File: src/rtl/uart_set_time_of_day_clock_unit_macros.svh
// Assertion macros for the time-of-day clock unit.
// Taken in by the top level; expects a clock named clk and a reset named rst.
`ifndef UART_SET_TIME_OF_DAY_CLOCK_UNIT_MACROS_SVH
`define UART_SET_TIME_OF_DAY_CLOCK_UNIT_MACROS_SVH

// Same-cycle implication, disabled during reset
`define UCLK_ASSERT_NOW(lbl, ante, cons, msg) \
  lbl: assert property (@(posedge clk) disable iff (rst) (ante) |-> (cons)) else $error(msg);

// Next-cycle implication, disabled during reset
`define UCLK_ASSERT_NEXT(lbl, ante, cons, msg) \
  lbl: assert property (@(posedge clk) disable iff (rst) (ante) |=> (cons)) else $error(msg);

`endif

File: src/rtl/uclk_pkg.sv
// Shared types, codes and tables for the time-of-day clock unit.
// No dependencies; used by the split, sequencer and top-level RTL files.
`default_nettype none

package uclk_pkg;

  // Event kinds
  localparam logic [1:0] OP_SERIAL = 2'd0;
  localparam logic [1:0] OP_TICK   = 2'd1;
  localparam logic [1:0] OP_BUTTON = 2'd2;

  // Burst kinds: which result sequence an event produces
  localparam logic [2:0] K_LED    = 3'd0; // one LED write
  localparam logic [2:0] K_LED2   = 3'd1; // LED write, then LED 128
  localparam logic [2:0] K_SEGLED = 3'd2; // segment write, then LED write
  localparam logic [2:0] K_SET    = 3'd3; // "SET" CR LF
  localparam logic [2:0] K_TICK   = 3'd4; // HH:MM:SS CR LF with segment writes

  // Characters
  localparam logic [7:0] CH_AT    = 8'd64;
  localparam logic [7:0] CH_S     = 8'd83;
  localparam logic [7:0] CH_E     = 8'd69;
  localparam logic [7:0] CH_T     = 8'd84;
  localparam logic [7:0] CH_CR    = 8'd13;
  localparam logic [7:0] CH_LF    = 8'd10;
  localparam logic [7:0] CH_COLON = 8'd58;
  localparam logic [7:0] CH_ZERO  = 8'd48;
  localparam logic [7:0] CH_SLASH = 8'd47;

  localparam logic [7:0]  LED_ENTRY = 8'd128;
  localparam logic [16:0] DAY_LAST  = 17'd86399;

  typedef struct packed {
    logic [1:0] operation;
    logic [7:0] rx_byte;
    logic [2:0] buttons;
  } ev_t;

  typedef struct packed {
    logic       uart_valid;
    logic [7:0] uart_byte;
    logic       seg_valid;
    logic [2:0] seg_position;
    logic [6:0] seg_code;
    logic       led_valid;
    logic [7:0] led_value;
    logic       last;
  } res_t;

  // What an event produces, as carried down the pipeline
  typedef struct packed {
    logic [2:0] kind;
    logic [7:0] led_value;
    logic [2:0] seg_position;
    logic [6:0] seg_code;
  } desc_t;

  // Active-low seven-segment pattern of a decimal digit
  function automatic logic [6:0] seg_of(input logic [3:0] d);
    logic [6:0] c;
    case (d)
      4'd0:    c = 7'd64;
      4'd1:    c = 7'd121;
      4'd2:    c = 7'd36;
      4'd3:    c = 7'd48;
      4'd4:    c = 7'd25;
      4'd5:    c = 7'd18;
      4'd6:    c = 7'd2;
      4'd7:    c = 7'd120;
      4'd8:    c = 7'd0;
      4'd9:    c = 7'd16;
      default: c = 7'd0;
    endcase
    return c;
  endfunction

endpackage

`default_nettype wire

File: src/rtl/uclk_split.sv
// Three-stage split of a seconds count into six decimal digits (HH MM SS).
// Uses uclk_pkg; descriptors of other events ride through unchanged.
`default_nettype none

module uclk_split (
  input  wire logic                 clk,
  input  wire logic                 rst,
  input  wire logic                 job_valid,
  output logic                      job_ready,
  input  wire uclk_pkg::desc_t      job_desc,
  input  wire logic [16:0]          job_secs,
  output logic                      burst_valid,
  input  wire logic                 burst_ready,
  output uclk_pkg::desc_t           burst_desc,
  output logic [5:0][3:0]           burst_digits
);

  // Tens and units of a value below 64
  function automatic logic [7:0] split10(input logic [5:0] x);
    logic [3:0] tn;
    logic [5:0] t6;
    logic [5:0] un;
    if (x >= 6'd60)      tn = 4'd6;
    else if (x >= 6'd50) tn = 4'd5;
    else if (x >= 6'd40) tn = 4'd4;
    else if (x >= 6'd30) tn = 4'd3;
    else if (x >= 6'd20) tn = 4'd2;
    else if (x >= 6'd10) tn = 4'd1;
    else                 tn = 4'd0;
    t6 = {2'b00, tn};
    un = x - ((t6 << 3) + (t6 << 1));
    return {tn, un[3:0]};
  endfunction

  logic            s2_valid, s3_valid, s4_valid;
  logic            s2_ready, s3_ready, s4_ready;
  uclk_pkg::desc_t s2_desc, s3_desc, s4_desc;
  logic [16:0]     s2_secs;
  logic [4:0]      s2_hours, s3_hours;
  logic [11:0]     s3_rem;
  logic [5:0]      s3_mins;
  logic [5:0][3:0] s4_digits;

  // hours = secs / 3600 by reciprocal, exact below one day
  logic [35:0] prod_h;
  assign prod_h = {19'd0, job_secs} * 36'd298262;

  // remainder within the hour, minutes = rem / 60 by reciprocal
  logic [16:0] h17;
  logic [16:0] rem17;
  logic [26:0] prod_m;
  assign h17    = {12'd0, s2_hours};
  assign rem17  = s2_secs - ((h17 << 11) + (h17 << 10) + (h17 << 9) + (h17 << 4));
  assign prod_m = {15'd0, rem17[11:0]} * 27'd17477;

  // seconds and the six digits
  logic [11:0] m12;
  logic [11:0] sec12;
  logic [7:0]  hsplit, msplit, ssplit;
  assign m12    = {6'd0, s3_mins};
  assign sec12  = s3_rem - ((m12 << 6) - (m12 << 2));
  assign hsplit = split10({1'b0, s3_hours});
  assign msplit = split10(s3_mins);
  assign ssplit = split10(sec12[5:0]);

  // Ready chain
  assign s4_ready  = !s4_valid || burst_ready;
  assign s3_ready  = !s3_valid || s4_ready;
  assign s2_ready  = !s2_valid || s3_ready;
  assign job_ready = s2_ready;

  // Stage valids
  always_ff @(posedge clk) begin
    if (rst) begin
      s2_valid <= 1'b0;
      s3_valid <= 1'b0;
      s4_valid <= 1'b0;
    end else begin
      if (s2_ready) s2_valid <= job_valid;
      if (s3_ready) s3_valid <= s2_valid;
      if (s4_ready) s4_valid <= s3_valid;
    end
  end

  // Stage payloads
  always_ff @(posedge clk) begin
    if (s2_ready) begin
      s2_desc  <= job_desc;
      s2_secs  <= job_secs;
      s2_hours <= prod_h[34:30];
    end
    if (s3_ready) begin
      s3_desc  <= s2_desc;
      s3_hours <= s2_hours;
      s3_rem   <= rem17[11:0];
      s3_mins  <= prod_m[25:20];
    end
    if (s4_ready) begin
      s4_desc      <= s3_desc;
      s4_digits[0] <= hsplit[7:4];
      s4_digits[1] <= hsplit[3:0];
      s4_digits[2] <= msplit[7:4];
      s4_digits[3] <= msplit[3:0];
      s4_digits[4] <= ssplit[7:4];
      s4_digits[5] <= ssplit[3:0];
    end
  end

  assign burst_valid  = s4_valid;
  assign burst_desc   = s4_desc;
  assign burst_digits = s4_digits;

endmodule

`default_nettype wire

File: src/rtl/uclk_emit.sv
// Burst register and result sequencer: expands one event's burst into results.
// Uses uclk_pkg; drives the registered result channel of the top level.
`default_nettype none

module uclk_emit (
  input  wire logic                 clk,
  input  wire logic                 rst,
  input  wire logic                 burst_valid,
  output logic                      burst_ready,
  input  wire uclk_pkg::desc_t      burst_desc,
  input  wire logic [5:0][3:0]      burst_digits,
  output logic                      res_valid,
  input  wire logic                 res_stall,
  output uclk_pkg::res_t            res_data
);

  logic            b_valid;
  uclk_pkg::desc_t b_desc;
  logic [5:0][3:0] b_digits;
  logic [3:0]      idx;
  logic [3:0]      n_res;
  logic            is_last;
  logic            load;
  uclk_pkg::res_t  res_next;
  logic [2:0]      dpos;
  logic [3:0]      dval;

  // Results per burst kind
  always_comb begin
    case (b_desc.kind)
      uclk_pkg::K_LED:    n_res = 4'd1;
      uclk_pkg::K_LED2:   n_res = 4'd2;
      uclk_pkg::K_SEGLED: n_res = 4'd2;
      uclk_pkg::K_SET:    n_res = 4'd5;
      uclk_pkg::K_TICK:   n_res = 4'd10;
      default:            n_res = 4'd1;
    endcase
  end

  assign is_last     = (idx == n_res - 4'd1);
  assign load        = b_valid && (!res_valid || !res_stall);
  assign burst_ready = !b_valid || (load && is_last);

  // Display position of a tick result slot
  always_comb begin
    case (idx)
      4'd0:    dpos = 3'd0;
      4'd1:    dpos = 3'd1;
      4'd3:    dpos = 3'd2;
      4'd4:    dpos = 3'd3;
      4'd6:    dpos = 3'd4;
      4'd7:    dpos = 3'd5;
      default: dpos = 3'd0;
    endcase
  end
  assign dval = b_digits[dpos];

  // Result at the current slot
  always_comb begin
    res_next      = '0;
    res_next.last = is_last;
    case (b_desc.kind)
      uclk_pkg::K_LED: begin
        res_next.led_valid = 1'b1;
        res_next.led_value = b_desc.led_value;
      end
      uclk_pkg::K_LED2: begin
        res_next.led_valid = 1'b1;
        res_next.led_value = (idx == 4'd0) ? b_desc.led_value : uclk_pkg::LED_ENTRY;
      end
      uclk_pkg::K_SEGLED: begin
        if (idx == 4'd0) begin
          res_next.seg_valid    = 1'b1;
          res_next.seg_position = b_desc.seg_position;
          res_next.seg_code     = b_desc.seg_code;
        end else begin
          res_next.led_valid = 1'b1;
          res_next.led_value = b_desc.led_value;
        end
      end
      uclk_pkg::K_SET: begin
        res_next.uart_valid = 1'b1;
        case (idx)
          4'd0:    res_next.uart_byte = uclk_pkg::CH_S;
          4'd1:    res_next.uart_byte = uclk_pkg::CH_E;
          4'd2:    res_next.uart_byte = uclk_pkg::CH_T;
          4'd3:    res_next.uart_byte = uclk_pkg::CH_CR;
          default: res_next.uart_byte = uclk_pkg::CH_LF;
        endcase
      end
      uclk_pkg::K_TICK: begin
        res_next.uart_valid = 1'b1;
        case (idx)
          4'd2, 4'd5: res_next.uart_byte = uclk_pkg::CH_COLON;
          4'd8:       res_next.uart_byte = uclk_pkg::CH_CR;
          4'd9:       res_next.uart_byte = uclk_pkg::CH_LF;
          default: begin
            res_next.uart_byte    = uclk_pkg::CH_ZERO + {4'd0, dval};
            res_next.seg_valid    = 1'b1;
            res_next.seg_position = dpos;
            res_next.seg_code     = uclk_pkg::seg_of(dval);
          end
        endcase
      end
      default: begin
        res_next.last = 1'b1;
      end
    endcase
  end

  // Burst and output control
  always_ff @(posedge clk) begin
    if (rst) begin
      b_valid   <= 1'b0;
      idx       <= 4'd0;
      res_valid <= 1'b0;
    end else begin
      if (burst_ready) begin
        b_valid <= burst_valid;
        idx     <= 4'd0;
      end else if (load) begin
        idx <= idx + 4'd1;
      end
      if (load) res_valid <= 1'b1;
      else if (!res_stall) res_valid <= 1'b0;
    end
  end

  // Burst and output payload
  always_ff @(posedge clk) begin
    if (burst_ready) begin
      b_desc   <= burst_desc;
      b_digits <= burst_digits;
    end
    if (load) res_data <= res_next;
  end

endmodule

`default_nettype wire

File: src/rtl/uart_set_time_of_day_clock_unit.sv
// Time-of-day clock set over a serial link. Events (serial poll, one-second
// tick, button poll) are taken one per cycle, unless ev_stall is high, into an
// input register; the mode, entry position, entered digits and seconds count
// update in the cycle that moves an event on, so consecutive events need no
// gaps. A tick's count is then split into HH MM SS over three pipeline stages,
// and a sequencer hands out the event's results one per cycle, while res_stall
// is low, through a registered output. The sustained rate is set by the result
// sequencer: one result for a single LED write, two for '@', a digit or button
// 7, five for "SET" CR LF and ten for a tick. Events that cause no result leave
// the input stage without passing anything down the pipeline.
// Depends on uclk_pkg, uclk_split, uclk_emit and the assertion macro header.
`default_nettype none

`include "uart_set_time_of_day_clock_unit_macros.svh"

module uart_set_time_of_day_clock_unit (
  input  wire logic            clk,
  input  wire logic            rst,
  input  wire logic            ev_valid,
  output logic                 ev_stall,
  input  wire uclk_pkg::ev_t   ev_data,
  output logic                 res_valid,
  input  wire logic            res_stall,
  output uclk_pkg::res_t       res_data
);

  localparam logic [1:0] MODE_IDLE    = 2'd0;
  localparam logic [1:0] MODE_SETTING = 2'd1;
  localparam logic [1:0] MODE_RUN     = 2'd2;

  // Clock state
  logic [1:0]      mode, mode_next;
  logic [2:0]      entry_pos, entry_pos_next;
  logic [5:0][7:0] digits, digits_next;
  logic [23:0]     seconds_count, seconds_count_next;

  // Input register
  logic          r0_valid;
  uclk_pkg::ev_t r0_data;
  logic          fire1;
  logic          s1_go;

  // Stage 1 output register
  logic            r1_valid;
  logic            r1_ready;
  uclk_pkg::desc_t r1_desc;
  logic [16:0]     r1_secs;

  logic            has_res;
  uclk_pkg::desc_t desc_next;
  logic [16:0]     secs_out;

  logic            burst_valid;
  logic            burst_ready;
  uclk_pkg::desc_t burst_desc;
  logic [5:0][3:0] burst_digits;

  logic [7:0]  d_val;
  logic [24:0] t_inc;
  logic [24:0] t_new;
  logic [2:0]  pos_inc;
  logic [11:0] hh, mm, ss;
  logic [23:0] h24, m24, s24, set_secs;

  logic        tick_fire;
  logic [23:0] day_last;

  // Two decimal digits to a value
  function automatic logic [11:0] pair(input logic [7:0] hi, input logic [7:0] lo);
    logic [11:0] h;
    h = {4'd0, hi};
    return (h << 3) + (h << 1) + {4'd0, lo};
  endfunction

  // Handshake of the input and stage-1 registers
  assign s1_go    = !r1_valid || r1_ready;
  assign fire1    = r0_valid && s1_go;
  assign ev_stall = r0_valid && !s1_go;

  // Seconds from the entered digits
  assign hh       = pair(digits[0], digits[1]);
  assign mm       = pair(digits[2], digits[3]);
  assign ss       = pair(digits[4], digits[5]);
  assign h24      = {12'd0, hh};
  assign m24      = {12'd0, mm};
  assign s24      = {12'd0, ss};
  assign set_secs = (h24 << 11) + (h24 << 10) + (h24 << 9) + (h24 << 4)
                  + (m24 << 6) - (m24 << 2) + s24;

  assign d_val   = r0_data.rx_byte - uclk_pkg::CH_ZERO;
  assign pos_inc = entry_pos + 3'd1;
  assign t_inc   = {1'b0, seconds_count} + 25'd1;
  assign t_new   = (t_inc > {8'd0, uclk_pkg::DAY_LAST}) ? 25'd0 : t_inc;

  // Event decode and state update
  always_comb begin
    mode_next          = mode;
    entry_pos_next     = entry_pos;
    digits_next        = digits;
    seconds_count_next = seconds_count;
    has_res            = 1'b0;
    desc_next          = '0;
    secs_out           = '0;
    if (mode != MODE_RUN) begin
      if (r0_data.operation == uclk_pkg::OP_SERIAL) begin
        has_res = 1'b1;
        if (r0_data.rx_byte == uclk_pkg::CH_AT) begin
          entry_pos_next      = 3'd0;
          mode_next           = MODE_SETTING;
          desc_next.kind      = uclk_pkg::K_LED2;
          desc_next.led_value = uclk_pkg::LED_ENTRY;
        end else if (mode != MODE_SETTING) begin
          desc_next.kind = uclk_pkg::K_SET;
        end else if (r0_data.rx_byte > uclk_pkg::CH_SLASH) begin
          if (entry_pos < 3'd6) begin
            digits_next[entry_pos] = d_val;
            entry_pos_next         = pos_inc;
            desc_next.led_value    = uclk_pkg::LED_ENTRY | {5'd0, pos_inc};
            if (d_val <= 8'd9) begin
              desc_next.kind         = uclk_pkg::K_SEGLED;
              desc_next.seg_position = entry_pos;
              desc_next.seg_code     = uclk_pkg::seg_of(d_val[3:0]);
            end else begin
              desc_next.kind = uclk_pkg::K_LED;
            end
          end else if (entry_pos == 3'd6) begin
            entry_pos_next      = 3'd7;
            desc_next.kind      = uclk_pkg::K_LED;
            desc_next.led_value = uclk_pkg::LED_ENTRY | 8'd7;
          end else begin
            seconds_count_next  = set_secs;
            entry_pos_next      = 3'd0;
            mode_next           = MODE_RUN;
            desc_next.kind      = uclk_pkg::K_LED;
            desc_next.led_value = 8'd0;
          end
        end else begin
          desc_next.kind      = uclk_pkg::K_LED;
          desc_next.led_value = uclk_pkg::LED_ENTRY | {5'd0, entry_pos};
        end
      end
    end else begin
      if (r0_data.operation == uclk_pkg::OP_TICK) begin
        has_res            = 1'b1;
        seconds_count_next = t_new[23:0];
        secs_out           = t_new[16:0];
        desc_next.kind     = uclk_pkg::K_TICK;
      end else if (r0_data.operation == uclk_pkg::OP_BUTTON) begin
        has_res             = 1'b1;
        desc_next.led_value = {5'd0, r0_data.buttons};
        if (r0_data.buttons == 3'd7) begin
          desc_next.kind = uclk_pkg::K_LED2;
          entry_pos_next = 3'd0;
          mode_next      = MODE_IDLE;
        end else begin
          desc_next.kind = uclk_pkg::K_LED;
        end
      end
    end
  end

  // Control registers
  always_ff @(posedge clk) begin
    if (rst) begin
      r0_valid      <= 1'b0;
      r1_valid      <= 1'b0;
      mode          <= MODE_IDLE;
      entry_pos     <= 3'd0;
      digits        <= '0;
      seconds_count <= 24'd0;
    end else begin
      if (ev_valid && !ev_stall) r0_valid <= 1'b1;
      else if (fire1) r0_valid <= 1'b0;
      if (fire1) begin
        r1_valid      <= has_res;
        mode          <= mode_next;
        entry_pos     <= entry_pos_next;
        digits        <= digits_next;
        seconds_count <= seconds_count_next;
      end else if (r1_ready) begin
        r1_valid <= 1'b0;
      end
    end
  end

  // Payload registers
  always_ff @(posedge clk) begin
    if (ev_valid && !ev_stall) r0_data <= ev_data;
    if (fire1) begin
      r1_desc <= desc_next;
      r1_secs <= secs_out;
    end
  end

  uclk_split u_split (
    .clk          (clk),
    .rst          (rst),
    .job_valid    (r1_valid),
    .job_ready    (r1_ready),
    .job_desc     (r1_desc),
    .job_secs     (r1_secs),
    .burst_valid  (burst_valid),
    .burst_ready  (burst_ready),
    .burst_desc   (burst_desc),
    .burst_digits (burst_digits)
  );

  uclk_emit u_emit (
    .clk          (clk),
    .rst          (rst),
    .burst_valid  (burst_valid),
    .burst_ready  (burst_ready),
    .burst_desc   (burst_desc),
    .burst_digits (burst_digits),
    .res_valid    (res_valid),
    .res_stall    (res_stall),
    .res_data     (res_data)
  );

  // Tick moving on, and the last second of the day at count width
  assign tick_fire = fire1 && mode == MODE_RUN && r0_data.operation == uclk_pkg::OP_TICK;
  assign day_last  = {7'd0, uclk_pkg::DAY_LAST};

  // Checks
  `UCLK_ASSERT_NOW(a_run_pos_clear, mode == MODE_RUN, entry_pos == 3'd0, "pos set while running")
  `UCLK_ASSERT_NOW(a_idle_pos_clear, mode == MODE_IDLE, entry_pos == 3'd0, "pos set while idle")
  `UCLK_ASSERT_NEXT(a_tick_in_day, tick_fire, seconds_count <= day_last, "count beyond one day")

endmodule

`default_nettype wire
File: config.mk
export PLATFORM = sky130hd
export DESIGN_NAME = uart_set_time_of_day_clock_unit
export DESIGN_NICKNAME = d
export VERILOG_FILES = /design/src/rtl/uclk_pkg.sv /design/src/rtl/uclk_split.sv /design/src/rtl/uclk_emit.sv /design/src/rtl/uart_set_time_of_day_clock_unit.sv
export VERILOG_INCLUDE_DIRS = /design/src /design/src/rtl
export SDC_FILE = /design/constraint.sdc
export NUM_CORES = 1
export LEC_CHECK = 0
export ABC_AREA = 1
export BUFFER_PORTS_ARGS = -buffer_cell sky130_fd_sc_hd__buf_2
export CAP_MARGIN = 40
export CORE_MARGIN = 4
export CORE_UTILIZATION = 65
export DETAILED_ROUTE_END_ITERATION = 16
export HOLD_SLACK_MARGIN = 0.15
export PLACE_DENSITY = 0.89
export SETUP_SLACK_MARGIN = 0.3
export SYNTH_ARGS = -nofsm -noshare
export SYNTH_HDL_FRONTEND = slang
export SYNTH_SLANG_ARGS = --single-unit
export TNS_END_PERCENT = 100
File: constraint.sdc
create_clock -name clk -period 6.7 [get_ports clk]
set_input_delay 1.34 -clock clk [delete_from_list [all_inputs] [get_ports clk]]
set_output_delay 1.34 -clock clk [all_outputs]
set_load 0.1 [all_outputs]
### Word level (Yosys, flattened, before mapping)

Memory sizes are Yosys's and may differ from the RTL's.
Index checks and enable logic that the tools add are counted.
W data, S select, Z words.

| word-level totals | value |
|---|---|
| bits in read-only memories | 224 |
| memories | 2 |
| bits of input ports | 17 |
| output and inout port bits | 32 |
| bits in registers | 335 |
| word-level logic and storage cells | 296 |

Memory list:

| memory | depth | width | read ports | clocked after Yosys merged registers in | wr ports | RTL line | text |
|---|---|---|---|---|---|---|---|
| (no name shown) | 16 | 7 | 1 | 0 | 0 | uclk_pkg.sv:61 | `case (d)` |
| (no name shown) | 16 | 7 | 1 | 0 | 0 | uclk_pkg.sv:61 |  |

| cells by class | value |
|---|---|
| $add $sub $neg | 30 |
| reduce and logical (&&, ||, !) cells | 40 |
| multiply operators | 2 |
| bitwise logic cells | 8 |
| multiplexer cells | 90 |
| order comparisons | 25 |
| equality and inequality tests | 33 |

Operators by type and width:

| kind | number |
|---|---|
| $mux W24 | 9 |
| $mux W11 | 7 |
| $mux W4 | 16 |
| $bwmux W48 | 1 |
| $mux W10 | 4 |
| $add A11 B9 Y12 | 3 |
| $add A12 B8 Y12 | 3 |
| $ge A6 B6 Y1 const B | 6 |
| $mux W3 | 12 |
| $mul A17 B18 Y34 const B | 1 |
| $mux W8 | 4 |
| $pmux W7 S4 | 1 |
| $pmux W9 S3 | 1 |
| $mul A12 B15 Y26 const B | 1 |
| $add A24 B1 Y25 const B | 1 |
| $gt A25 B17 Y1 const B | 1 |
| $add A12 B12 Y12 | 2 |
| $add A23 B22 Y24 | 1 |
| $add A24 B12 Y24 | 1 |
| $add A24 B16 Y24 | 1 |
| $add A24 B18 Y24 | 1 |
| $add A24 B21 Y24 | 1 |
| $demux W8 S3 | 1 |
| $ge A6 B5 Y1 const B | 4 |
| 62 further kinds | 145 |

### Longest topological paths before layout

| logic depth | value |
|---|---|
| word-level depth | 16 |
| gate-level depth with buffers | 33 |
| depth with buffers taken out | 33 |

### By module

A second synthesis with hierarchy kept.

| unflattened totals | value |
|---|---|
| cells, all modules | 2,735 |
| area, all modules | 25,071.5 um^2 |

By module, submodules not included:

| module | area an instance (um^2) | times used | sequential area each (um^2) | cells an instance |
|---|---|---|---|---|
| uclk_split | 11,647.4 | 1 | 3,573.4 | 1,194 |
| uart_set_time_of_day_clock_unit | 9,808.2 | 1 | 2,992.9 | 1,219 |
| uclk_emit | 3,616.0 | 1 | 2,342.2 | 322 |

### Least setup slack after synthesis

OpenSTA, ideal clock, no wires.

| timing path | value |
|---|---|
| path type | in2out |
| start | in res_stall |
| end | out ev_stall |
| path slack | 847 ps |
| stages | 8 |
| buffers on the path | 0 |
| data arrival time | 4,513 ps |
| data required time | 5,360 ps |
| path through | nand2_1 > nand2_1 > inv_1 > nand3_2 > nand3_2 > nor2_4 > nand3_4 > nor2_1 |

| on the way | value |
|---|---|
| longest elaborated chain between the ends | 11 |

Ends and longest elaborated chain:

| what | RTL line | text |
|---|---|---|
| from (decl) | uart_set_time_of_day_clock_unit.sv:23 | `input wire logic res_stall,` |
| $logic_not A1 Y1 | uclk_emit.sv:41 | `assign load = b_valid && (!res_valid \|\| !res_stall);` |
| $logic_or A1 B1 Y1 | uclk_emit.sv:41 |  |
| $logic_and A1 B1 Y1 | uclk_emit.sv:41 |  |
| named net u_emit.load | uclk_emit.sv:23 | `logic load;` |
| $logic_and A1 B1 Y1 | uclk_emit.sv:42 | `assign burst_ready = !b_valid \|\| (load && is_last);` |
| $logic_or A1 B1 Y1 | uclk_emit.sv:42 |  |
| $logic_or A1 B1 Y1 | uclk_split.sv:67 | `assign s4_ready = !s4_valid \|\| burst_ready;` |
| named net u_split.s4_ready | uclk_split.sv:36 | `logic s2_ready, s3_ready, s4_ready;` |
| $logic_or A1 B1 Y1 | uclk_split.sv:68 | `assign s3_ready = !s3_valid \|\| s4_ready;` |
| $logic_or A1 B1 Y1 | uclk_split.sv:69 | `assign s2_ready = !s2_valid \|\| s3_ready;` |
| $logic_or A1 B1 Y1 | uart_set_time_of_day_clock_unit.sv:76 | `assign s1_go = !r1_valid \|\| r1_ready;` |
| $logic_not A1 Y1 | uart_set_time_of_day_clock_unit.sv:78 | `assign ev_stall = r0_valid && !s1_go;` |
| $logic_and A1 B1 Y1 | uart_set_time_of_day_clock_unit.sv:78 |  |
| to (decl) | uart_set_time_of_day_clock_unit.sv:20 | `output logic ev_stall,` |

The timed path passes the listed nets, and every way through them passes these cells.

### Worst setup path after layout

| timing path | value |
|---|---|
| start | reg digits[2] (netlist name) |
| end | reg seconds_count[21] |

| on the way | value |
|---|---|
| longest elaborated chain between the ends | 15 |

Ends and longest elaborated chain:

| what | RTL line | text |
|---|---|---|
| from (decl) | uart_set_time_of_day_clock_unit.sv:34 | `logic [5:0][7:0] digits, digits_next;` |
| from (signal assigned) | uart_set_time_of_day_clock_unit.sv:178 | `digits <= digits_next;` |
| $add A11 B9 Y12 (*) | uart_set_time_of_day_clock_unit.sv:72 | `return (h << 3) + (h << 1) + {4'd0, lo};` |
| $add A12 B8 Y12 (*) | uart_set_time_of_day_clock_unit.sv:72 |  |
| $add A23 B22 Y24 | uart_set_time_of_day_clock_unit.sv:87 | `assign set_secs = (h24 << 11) + (h24 << 10) + (h24 << 9) + (h24 << 4)` |
| $add A24 B21 Y24 | uart_set_time_of_day_clock_unit.sv:87 |  |
| $add A24 B16 Y24 (*) | uart_set_time_of_day_clock_unit.sv:87 |  |
| $add A24 B18 Y24 (*) | uart_set_time_of_day_clock_unit.sv:88 | `+ (m24 << 6) - (m24 << 2) + s24;` |
| $sub A24 B14 Y24 (*) | uart_set_time_of_day_clock_unit.sv:88 |  |
| $add A24 B12 Y24 (*) | uart_set_time_of_day_clock_unit.sv:88 |  |
| $mux W24 (*) | uart_set_time_of_day_clock_unit.sv:126 | `end else if (entry_pos == 3'd6) begin` |
| $mux W24 (*) | uart_set_time_of_day_clock_unit.sv:115 | `if (entry_pos < 3'd6) begin` |
| $mux W24 (*) | uart_set_time_of_day_clock_unit.sv:114 | `end else if (r0_data.rx_byte > uclk_pkg::CH_SLASH) begin` |
| $mux W24 (*) | uart_set_time_of_day_clock_unit.sv:112 | `end else if (mode != MODE_SETTING) begin` |
| $mux W24 (*) | uart_set_time_of_day_clock_unit.sv:107 | `if (r0_data.rx_byte == uclk_pkg::CH_AT) begin` |
| $mux W24 (*) | uart_set_time_of_day_clock_unit.sv:105 | `if (r0_data.operation == uclk_pkg::OP_SERIAL) begin` |
| $mux W24 (*) | uart_set_time_of_day_clock_unit.sv:104 | `if (mode != MODE_RUN) begin` |
| to (signal assigned) | uart_set_time_of_day_clock_unit.sv:179 | `seconds_count <= seconds_count_next;` |
| to (decl) | uart_set_time_of_day_clock_unit.sv:35 | `logic [23:0] seconds_count, seconds_count_next;` |

Mark *: on every way between the ends. The rest lies on a longest branch, timed or not. The select of a mux whose other input is x is not followed.
A chain may end at the register's enable or synchronous reset.

==> results.txt <==
----------------------------------------------------
[Hold path]
  Number of stages on the worst hold path ... 0
  Hold Crit Endpoint ... u_emit.b_desc[5]
  Hold wc startpoint ... u_split.burst_desc[5]
  Worst min path class ... reg2reg

[Floorplan]
  Overall die area ... 0.0395 mm²
  Core ar. ... 0.0357 mm²
  Starting density of the core ... 0.661
  Cell row count ... 69
  Die X-Extent ... 199 µm
  IO Pins ... 49
  Y dimension of the die ... 199 µm

[GRT]
  Gr usage total ... 0.280
  Aggregate global routing overflow ... 0
  Global-route wire length before repair ... 90000 µm
  Number of antenna violations at the first check in global routing ... 0
  Maximum number of pins on one net before global-route repair ... 45
  Via count of the first global-routing pass ... 18.2k

[Critical path]
  Cell with the largest stage delay on the worst path ... fa_1
  Arrival time worst endpoint ... 6.53 ns
  Critical setup path kind ... reg2reg
  Critical Path Fanout Max ... 4
  Required time at the endpoint of the critical path ... 7.19 ns
  Kind of end point of the critical path ... register
  Count of cells along the worst register-to-register path ... 29
  Largest incremental delay on the critical path ... 0.57 ns
  Capture point of the worst reg-to-reg path ... seconds_count[21]
  Worst setup slack for register-to-register paths ... 0.66 ns
  Critical path launch point type ... register
  Start of the worst register-to-register path ... digits[2]
  Sum of buffers and inverters on the critical path ... 6
  Kind of cell with the highest combined delay on the critical path ... adder cells

[Timing]
  Worst-case headroom to the max-slew limit ... 0.395
  Transition time at the pin with the least slew margin ... 0.901 ns
  Final Slew Violations ... 0
  Final count of hold timing violations ... 0
  Setup TNS ... 0 ns
  Fin crit period ... 6.04 ns
  Setup skew after layout ... 0.0170 ns
  Setup violation total in the final timing report ... 0
  Fin crit share ... 0.901
  Post-route worst setup slack ... 0.661 ns
  FMAX ... 0.166 GHz
  Unrepaired setup endpoints after global routing ... yes

[Yosys]
  Synthesis Warnings ... 0
  Count of state elements after synthesis ... 302
  Main flop type after synthesis ... edfxtp_1
  Area share of the largest cell type after synthesis ... 0.272
  Count of distinct cell types in the synthesized netlist ... 52
  Leading area contributor after synthesis ... edfxtp_1
  Post-synthesis sequential area ratio ... 0.347
  Gate count of the mapped netlist ... 2552
  Number of enable flip-flop cells after synthesis ... 214
  Top cells by area in the synthesized netlist ... edfxtp_1, ha_1, fa_1
  Share of synthesized registers carrying an async set or reset ... 0
  Syn Area/Cell ... 9.26 µm²
  Synthesized cell area ... 0.0236 mm²

[CTS]
  Clock latency at the later pin of the worst-skew pair ... 0.57 ns
  H-tree depth ... 1
  Clock buffers created by TritonCTS ... 29
  Deepest clock path buffer count ... 3
  Clock-pin slew on the worst setup and hold paths ... 0.07 ns
  TritonCTS clock tree ... built
  Clock Sinks ... 302
  Clock root buffer ... clkbuf_16

[Route]
  Via count ... 17.9k
  Number of violations reported at the end of detailed-routing iteration 0 ... 1407
  Post-route ant nets ... 0
  Final routed wirelength across all metal layers ... 55300 µm
  Wire per inst ... 17.9 µm
  Pre-antenna DRT Iters ... 6
  Drc violations ... 0
  Average vias per placed instance ... 5.79

[Place]
  Number of port buffers ... 43
  Setup WS pre-CTS ... 0.566 ns
  Weighted congestion reported at the end of routability-driven placement ... 0.949
  Detailed placer's ending HPWL ... 42300 µm

[Run]
  Max Cap Violations ... 0

[Cells and area]
  Area growth, synth to finish ... 7.33%
  Final antenna diode count ... 0
  Sequential Area ... 0.00819 mm²
  Area used by multi-input combinational logic ... 0.0134 mm²
  Share of post-route cells with drive strength above 1 ... 0.0696
  Number of filler cells placed in the layout ... 2414
  Net count, final ... 3112

[Pwr]
  Clock power frac ... 0.179
  Total power ... 9.71 mW
  Fraction of power consumed by sequential logic ... 0.257
  Lkg Pwr ... 12.5 nW
  Pwr/cell area ... 383 mW/mm²
  Switching part of the total ... 0.426
  Share of total power in combinational logic ... 0.564
  P_int ... 5.58 mW
  Largest vdd supply drop ... 0.000547 V
  Net Switching ... 4.13 mW

[Run status]
  Result of the run ... finished, final reports clean

----------------------------------------------------
[Yosys cell counts, types with 11 or more instances]
cell type,instances
nand2_1,408
dfxtp_1,88
fa_1,152
nor2_1,250
nand2_2,11
xnor2_1,27
ha_1,337
o21ai_0,88
a21oi_1,135
nand3_1,74
xor2_1,46
inv_1,486
edfxtp_1,214
nand4_1,28
nor3_1,20
o22ai_1,12
clkbuf_1,14
[power groups by stage]
stage	Clock (mW)	Combinational, mW	Sequential [mW]
2_1_floorplan	0	3.97	2.48
3_3_place_gp	0	4.82	2.52
3_5_place_dp	0	5.28	2.53
4_1_cts	1.75	5.41	2.50
5_1_grt	1.83	6.28	2.51
6_report	1.74	5.47	2.50
[area by class of cell]
type | count | share of cell area
inverter | 498 | 0.0738
sequential | 302 | 0.323
timing repair buffer | 55 | 0.0133
tap | 461 | 0.0227
clock buffer | 39 | 0.0330
multi-input combinational | 1720 | 0.527
clock inverter | 14 | 0.00691
[worst max-delay path by stage]
stage                                   end  depth (start not counted)  startpoint  slack [ns]
final                     seconds_count[21]                         29   digits[2]        0.66
after global placement    seconds_count[18]                         24   digits[2]        0.78
after CTS                 seconds_count[18]                         24   digits[2]        0.54
after floorplan                    ev_stall                          8   res_stall        0.85
after detailed placement  seconds_count[18]                         24   digits[2]        0.57
after global routing      seconds_count[18]                         26  digits[18]        0.24
[state kept, by name, summed over array words and instances, names as in the netlist, 17 cells and up]
signal / flops
u_emit.b_desc: 17
u_split.burst_desc: 17
u_split.s2_desc: 17
u_emit.res_data: 25
u_emit.b_digits: 20
r1_desc: 17
u_split.s3_desc: 17
seconds_count: 24
digits: 48
u_split.burst_digits: 20
r1_secs: 17
[metal layers]
metal  wire [µm]  track usage  share of wire
met1       21600        0.359           0.39
met4        2140       0.0975          0.039
met3        3890       0.0342          0.070
met2       27700        0.496           0.50
met5           0            0              0
[per-stage QoR]
step / utilization / hold WS (ns) / instances / cell area, µm²
detailed placement: 0.680 / 0.405 / 3033 / 24300
CTS: 0.708 / 0.413 / 3086 / 25300
floorplan: - / 0.400 / 2556 / 23600
finish: 0.710 / 0.412 / 3089 / 25400
global placement: 0.679 / 0.400 / 3031 / 24300
global route: 0.710 / 0.420 / 3089 / 25400
[logic make-up (layout without fill, tap and decap cells)]
family,count (synthesis),count (layout),synth area share
AND/OR/NAND/NOR,858,858,0.160
flip-flops,302,302,0.347
adder cells (fa/ha/maj),489,489,0.307
buffers and inverters,534,606,0.0888
other,1,5,0.000159
AO/OA/AOI/OAI,293,293,0.0685
XOR/XNOR,75,75,0.0284
[worst register-to-register path, delay by kind of cell (launching register included)]
kind,cells,cell delay [ns]
DFF,1,0.36
adders and majority gates,6,2.67
and+or+nand+nor,12,1.58
AOI/OAI and AO/OA,5,0.86
buffers and inverters,6,0.48
[placed cells by master (no fill, tap or decap), types with 43 or more instances in the layout]
master	synthesis	layout
o21ai_0	88	87
fa_1	152	152
edfxtp_1	214	214
a21oi_1	135	135
inv_1	486	486
nand3_1	74	74
xor2_1	46	45
dfxtp_1	88	88
nand2_1	408	408
nor2_1	250	250
ha_1	337	337
buf_2	4	43
[what timing repair did]
| action | 4_1_cts | 5_1_grt |
|---|---|---|
| resized for setup | 0 | 4 |
| setup buffers | 0 | 2 |
| setup endpoints to repair | 0 | 6 |
| hold buffers | 0 | 0 |
Power figures use the tool's default switching activity.
